===== src/rtl/spmw_pkg.sv =====
// Package: shared constants, payload structs, FSM states and control buses.
package spmw_pkg;

  localparam int MAX_NODES_DEF = 256;
  localparam int MAX_EDGES_DEF = 1024;
  localparam int VAL_W         = 48;
  localparam int WGT_W         = 32;
  localparam int CNT_CFG_W     = 9;
  localparam logic [VAL_W-1:0]     SAT48          = {VAL_W{1'b1}};
  localparam logic [CNT_CFG_W-1:0] NODE_CNT_RESET = 9'd256;

  typedef enum logic [1:0] {
    OP_WEIGHT = 2'd0,
    OP_EDGE   = 2'd1,
    OP_RUN    = 2'd2,
    OP_NOP    = 2'd3
  } op_t;

  typedef struct packed {
    logic [1:0]       operation;
    logic [7:0]       node_a;
    logic [7:0]       node_b;
    logic [WGT_W-1:0] amount;
  } in_t;

  typedef struct packed {
    logic [VAL_W-1:0] best_value;
    logic [VAL_W-1:0] shortest_distance;
    logic             reachable;
    logic             edges_dropped;
  } out_t;

  typedef enum logic [4:0] {
    S_IDLE, S_CLR, S_INIT_RD, S_INIT_WR, S_SCAN_START, S_SCAN, S_SCAN_END,
    S_SETTLE, S_EDGE_RD, S_EDGE_CHK, S_REL_RD, S_REL_CALC, S_REL_WR,
    S_EDGE_NEXT, S_FIN_RD, S_FIN, S_OUT
  } state_t;

  typedef struct packed {
    logic accept;
    logic run_start;
    logic clr_wr;
    logic init_rd;
    logic init_wr;
    logic scan_start;
    logic scan_step;
    logic best_rd;
    logic settle;
    logic edge_rd;
    logic side_set;
    logic side_b;
    logic rel_rd;
    logic rel_calc;
    logic rel_wr;
    logic e_inc;
    logic fin_rd;
    logic fin_load;
  } cmd_t;

  typedef struct packed {
    logic idx_last;
    logic scan_done;
    logic found;
    logic edge_none;
    logic edge_last;
    logic rel_a;
    logic rel_b;
    logic side;
  } sts_t;

endpackage


===== src/rtl/spmw_ctrl.sv =====
// Controller: sequences loads, clear sweep, min scan, edge relaxation, result.
module spmw_ctrl (
  input  logic              clk,
  input  logic              rst_n,
  input  logic              in_valid,
  input  logic [1:0]        in_op,
  output logic              in_stall,
  output logic              out_valid,
  input  logic              out_stall,
  input  spmw_pkg::sts_t    sts,
  output spmw_pkg::cmd_t    cmd
);

  spmw_pkg::state_t state_r, state_nxt;

  always_ff @(posedge clk) begin
    if (!rst_n) begin
      state_r <= spmw_pkg::S_IDLE;
    end else begin
      state_r <= state_nxt;
    end
  end

  always_comb begin
    state_nxt = state_r;
    cmd       = '0;
    in_stall  = 1'b1;
    out_valid = 1'b0;
    unique case (state_r)
      spmw_pkg::S_IDLE: begin
        in_stall   = 1'b0;
        cmd.accept = in_valid;
        if (in_valid && in_op == spmw_pkg::OP_RUN) begin
          cmd.run_start = 1'b1;
          state_nxt     = spmw_pkg::S_CLR;
        end
      end
      spmw_pkg::S_CLR: begin
        cmd.clr_wr = 1'b1;
        if (sts.idx_last) begin
          state_nxt = spmw_pkg::S_INIT_RD;
        end
      end
      spmw_pkg::S_INIT_RD: begin
        cmd.init_rd = 1'b1;
        state_nxt   = spmw_pkg::S_INIT_WR;
      end
      spmw_pkg::S_INIT_WR: begin
        cmd.init_wr = 1'b1;
        state_nxt   = spmw_pkg::S_SCAN_START;
      end
      spmw_pkg::S_SCAN_START: begin
        cmd.scan_start = 1'b1;
        state_nxt      = spmw_pkg::S_SCAN;
      end
      spmw_pkg::S_SCAN: begin
        cmd.scan_step = 1'b1;
        if (sts.scan_done) begin
          state_nxt = spmw_pkg::S_SCAN_END;
        end
      end
      spmw_pkg::S_SCAN_END: begin
        if (sts.found) begin
          cmd.best_rd = 1'b1;
          state_nxt   = spmw_pkg::S_SETTLE;
        end else begin
          state_nxt = spmw_pkg::S_FIN_RD;
        end
      end
      spmw_pkg::S_SETTLE: begin
        cmd.settle = 1'b1;
        state_nxt  = sts.edge_none ? spmw_pkg::S_SCAN_START : spmw_pkg::S_EDGE_RD;
      end
      spmw_pkg::S_EDGE_RD: begin
        cmd.edge_rd = 1'b1;
        state_nxt   = spmw_pkg::S_EDGE_CHK;
      end
      spmw_pkg::S_EDGE_CHK: begin
        if (sts.rel_a) begin
          cmd.side_set = 1'b1;
          state_nxt    = spmw_pkg::S_REL_RD;
        end else if (sts.rel_b) begin
          cmd.side_set = 1'b1;
          cmd.side_b   = 1'b1;
          state_nxt    = spmw_pkg::S_REL_RD;
        end else begin
          state_nxt = spmw_pkg::S_EDGE_NEXT;
        end
      end
      spmw_pkg::S_REL_RD: begin
        cmd.rel_rd = 1'b1;
        state_nxt  = spmw_pkg::S_REL_CALC;
      end
      spmw_pkg::S_REL_CALC: begin
        cmd.rel_calc = 1'b1;
        state_nxt    = spmw_pkg::S_REL_WR;
      end
      spmw_pkg::S_REL_WR: begin
        cmd.rel_wr = 1'b1;
        if (!sts.side && sts.rel_b) begin
          cmd.side_set = 1'b1;
          cmd.side_b   = 1'b1;
          state_nxt    = spmw_pkg::S_REL_RD;
        end else begin
          state_nxt = spmw_pkg::S_EDGE_NEXT;
        end
      end
      spmw_pkg::S_EDGE_NEXT: begin
        cmd.e_inc = 1'b1;
        state_nxt = sts.edge_last ? spmw_pkg::S_SCAN_START : spmw_pkg::S_EDGE_RD;
      end
      spmw_pkg::S_FIN_RD: begin
        cmd.fin_rd = 1'b1;
        state_nxt  = spmw_pkg::S_FIN;
      end
      spmw_pkg::S_FIN: begin
        cmd.fin_load = 1'b1;
        state_nxt    = spmw_pkg::S_OUT;
      end
      spmw_pkg::S_OUT: begin
        out_valid = 1'b1;
        if (!out_stall) begin
          state_nxt = spmw_pkg::S_IDLE;
        end
      end
      default: state_nxt = spmw_pkg::S_IDLE;
    endcase
  end

endmodule


===== config.mk =====
export PLATFORM = sky130hd
export DESIGN_NAME = spmw_ctrl
export DESIGN_NICKNAME = d
export VERILOG_FILES = /design/src/rtl/spmw_pkg.sv /design/src/rtl/spmw_ctrl.sv
export SDC_FILE = /design/constraint.sdc
export NUM_CORES = 1
export LEC_CHECK = 0
export ABC_AREA = 0
export BUFFER_PORTS_ARGS = -buffer_cell sky130_fd_sc_hd__buf_2
export CORE_AREA = 2 2 39 41
export DETAILED_ROUTE_END_ITERATION = 6
export DIE_AREA = 0 0 41 43
export PLACE_DENSITY = 0.9
export SLEW_MARGIN = 0
export SYNTH_ARGS = -nofsm -noshare
export SYNTH_HDL_FRONTEND = slang
export SYNTH_SLANG_ARGS = --single-unit

===== constraint.sdc =====
create_clock -name clk -period 4.5 [get_ports clk]
set_input_delay 0.45 -clock clk [delete_from_list [all_inputs] [get_ports clk]]
set_output_delay 0.45 -clock clk [all_outputs]
set_load 0.01 [all_outputs]

Word-level counts from Yosys, hierarchy flattened
Index checks and enable logic that the tools add are counted.
- equal/unequal tests: 21
- muxes and demuxes: 35
- reductions and logical operators: 5
- operators with widths (cell ; count):
    $pmux W5 S17 ; 1
    $eq A5 B4 Y1 const B ; 8
    $mux W5 ; 5
    $eq A5 B3 Y1 const B ; 4
    $mux W1 ; 20
    $mux W4 ; 3
    $eq A5 B2 Y1 const B ; 2
    $ne A2 B2 Y1 const B ; 4
    $mux W2 ; 3
    $mux W3 ; 2
    $eq A5 B1 Y1 const B ; 1
    $eq A5 B5 Y1 const B ; 1
    $logic_not A5 Y1 ; 1
    $pmux W2 S2 ; 1
    $reduce_and A4 Y1 ; 1
    $eq A2 B2 Y1 const B ; 1
    $logic_and A1 B1 Y1 ; 2
    $logic_not A1 Y1 ; 1
- bits in registers: 5
- input bits: 14
- logic and storage cells: 62

Depth between registers and ports, before layout
- depth in word-level cells: 4
- depth in mapped cells: 6

Worst setup path after synthesis
Ideal clock, no wire load.
- path kind: flip-flop to output port
- from: register state_r[4]
- to: output cmd[7] (netlist bit)
- arrival time: 1300 ps
- setup slack: 2750 ps
- cell stages (with the launch flop): 7
- buffers on the path: 2
- cell sequence: dfxtp_1 -> buf_4 -> or3b_1 -> buf_4 -> nor3_2 -> o21ai_0 -> nand2_1
- RTL lines (what ; line ; text):
    start: declaration ; spmw_ctrl.sv:14 ; spmw_pkg::state_t state_r, state_nxt;
    start signal: assignment ; spmw_ctrl.sv:18 ; state_r <= spmw_pkg::S_IDLE;
    start signal: assignment ; spmw_ctrl.sv:20 ; state_r <= state_nxt;
    end: declaration ; spmw_ctrl.sv:11 ; output spmw_pkg::cmd_t cmd

==> results.sh <==
export IMPL_outcome="completed"
export IMPL_grt_remaining_overflow=0
export IMPL_worstHoldPathType="in2reg"
export IMPL_cts_hold_fix_buffers=0
export IMPL_clock_tree_buffer_depth=2
export IMPL_ys_ff_latch=5
export IMPL_drt_wl_total_mm=1.54
export IMPL_area_growth_synth_to_final_pct=31.0
export IMPL_setup_worst_path_start_class="flop"
export IMPL_netlist_area_um2=561
export IMPL_final_period_minus_worst_setup_slack_ns=2.28
export IMPL_cts_root_buf="sky130_fd_sc_hd__clkbuf_4"
export IMPL_worst_path_max_fanout=13
export IMPL_synthesis_nets=94
export IMPL_fin_skew_ns=0.00330
export IMPL_power_switching_uw=44.5
export IMPL_final_period_utilization_pct=50.7
export IMPL_power_frac_seq_pct=36.7
export IMPL_rr_startpoint="state_r[0]"
export IMPL_worst_r2r_setup_slack_ns=2.72
export IMPL_yosys_most_used_dff="sky130_fd_sc_hd__dfxtp_1"
export IMPL_clk_transition_reported_paths_ns=0.04
export IMPL_clk_insertion_delay_late_ns=0.24
export IMPL_synthesis_instances=80
export IMPL_floorplan_initialDensity_pct=40.5
export IMPL_place_port_buffers=33
export IMPL_hold_path_startpoint="rst_n"
export IMPL_drt_antenna_violating_nets=0
export IMPL_criticalPathCategory="reg2out"
export IMPL_power_combinational_fraction_pct=27.4
export IMPL_crit_path_end_kind="output pin"
export IMPL_fin_nets=126
export IMPL_largest_reg_flops=5
export IMPL_worst_ep_arrival_time_ns=1.83
export IMPL_report_final_slew_viol_count=0
export IMPL_max_flop_register="state_r"
export IMPL_yosysWarningCount=0
export IMPL_clock_power_share_pct=35.9
export IMPL_postCtsSetupBuffers=0
export IMPL_worst_slew_pin_transition_ns=0.515
export IMPL_critPathLaunch="state_r[2]"
export IMPL_leakagePower_nw=0.344
export IMPL_post_synth_num_cell_types=32
export IMPL_rows=14
export IMPL_cap_violations=0
export IMPL_dpl_instance_area_um2=708
export IMPL_place_congestion=0.825
export IMPL_finalInstanceArea_um2=734
export IMPL_required_ns=4.05
export IMPL_track_usage_pct=20.2
export IMPL_drc=0
export IMPL_seq_area_frac_synth_pct=17.9
export IMPL_post_synth_arst_share_pct=0
export IMPL_clock_tree_from_tritoncts="yes"
export IMPL_mostFrequentLayoutCells="33 x sky130_fd_sc_hd__buf_2, 18 x sky130_fd_sc_hd__nor2_1, 7 x sky130_fd_sc_hd__nand2_1"
export IMPL_swShare_pct=30.9
export IMPL_grt_antenna_before_repair=0
export IMPL_synth_enable_flop_cells=0
export IMPL_via_per_instance_ratio=5.54
export IMPL_grt_pass1_wl_mm=2.44
export IMPL_drive_gt1_share_pct=38.7
export IMPL_rsz0062_at_grt="false"
export IMPL_clock_sinks=5
export IMPL_vias_in_the_first_global_route=625
export IMPL_antenna_cells=0
export IMPL_first_iter_violations=14
export IMPL_route_vias_total=704
export IMPL_timing_hold_violations_final=0
export IMPL_die_w_um=41
export IMPL_h_tree_depth=1
export IMPL_syn_area_per_cell_um2=7.01
export IMPL_dr_wl_cell_um=12.1
export IMPL_max_vdd_ir_drop_v=0.000117
export IMPL_floorplan_core_area_um2=1380
export IMPL_floorplan_die_height_um=43
export IMPL_p_per_area_nw_per_um2=196
export IMPL_numCtsBuffers=3
export IMPL_boundaryPins=34
export IMPL_setup_violations=0
export IMPL_die_area_um2=1760
export IMPL_top_regs="state_r: 5 flops"
export IMPL_place_detailed_hpwl_mm=1.21
export IMPL_drt_pre_antenna_iters=4
export IMPL_final_setup_tns_ns=0
export IMPL_grt_start_max_net_pins=17
export IMPL_max_freq_ghz=0.439
export IMPL_p_int_uw=99.7
export IMPL_layout_cells_most_common="sky130_fd_sc_hd__buf_2"
export IMPL_slew_headroom_pct=65.6
export IMPL_cts_resized=0
[cell type report]
type,instances,area (um2)
timing repair buffer,33,165
fill,147,649
clock buffer,4,26.3
tap,16,20.0
multi-input combinational,69,423
sequential,5,100
[per-stage QoR]
step                setup slack [ns]  utilization, %  hold slack, ns  power (mW)  std cells
CTS                             2.23            53.1           0.456       0.148        127
global placement                2.58            51.2           0.684      0.0922        123
finish                          2.22            53.1           0.466       0.144        127
detailed placement              2.50            51.2           0.717      0.0934        123
floorplan                       2.75               -           0.568      0.0783         80
global route                    2.10            53.1           0.470       0.156        127
[worst max-delay path, cell delays in order (launching register included)]
cell                      delay [ns]
sky130_fd_sc_hd__dfxtp_1        0.54
sky130_fd_sc_hd__or3b_1         0.49
sky130_fd_sc_hd__nor3_2         0.18
sky130_fd_sc_hd__o21ai_0        0.17
sky130_fd_sc_hd__nand2_1        0.09
sky130_fd_sc_hd__buf_2          0.12
[cells by family after synthesis]
group                  synth area share [%]
and+or+nand+nor                        49.1
buffers and inverters                  6.70
AOI/OAI and AO/OA                      22.8
DFF                                    17.9
muxes                                  3.57
[cells in the mapped netlist (2+ instances only)]
cell type | number | area, um2
sky130_fd_sc_hd__nor2_1 | 18 | 67.6
sky130_fd_sc_hd__nand2_1 | 7 | 26.3
sky130_fd_sc_hd__nor3_1 | 6 | 30.0
sky130_fd_sc_hd__dfxtp_1 | 5 | 100
sky130_fd_sc_hd__a21oi_1 | 4 | 20.0
sky130_fd_sc_hd__nand2b_1 | 4 | 25.0
sky130_fd_sc_hd__buf_2 | 3 | 15.0
sky130_fd_sc_hd__buf_4 | 3 | 22.5
sky130_fd_sc_hd__o21a_1 | 3 | 22.5
sky130_fd_sc_hd__and3_1 | 2 | 12.5
sky130_fd_sc_hd__mux2i_1 | 2 | 20.0
sky130_fd_sc_hd__nor2b_1 | 2 | 12.5
sky130_fd_sc_hd__o21ai_0 | 2 | 10.0
[power by group through the flow]
stage | Combinational [mW] | Sequential [mW] | Clock, mW
floorplan | 0.0294 | 0.0489 | 0
global placement | 0.0390 | 0.0532 | 0
detailed placement | 0.0397 | 0.0537 | 0
CTS | 0.0398 | 0.0529 | 0.0550
global route | 0.0440 | 0.0538 | 0.0580
finish | 0.0396 | 0.0529 | 0.0518
[path summary, 6_finish.rpt]
check                     to  cells past startpoint
hold reg to reg   state_r[3]                      2
setup reg to reg  state_r[0]                      4
hold / removal    state_r[2]                      2
setup / recovery      cmd[7]                      5
[per-layer routing]
metal	up-vias	share of wire, %	track usage [%]
li1	349	-	-
met1	320	42	25.4
met2	33	48	28.4
met3	2	8.4	3.14
met4	0	0.98	16.7
met5	-	0	0
No activity file was read; power rests on OpenSTA's default activity.
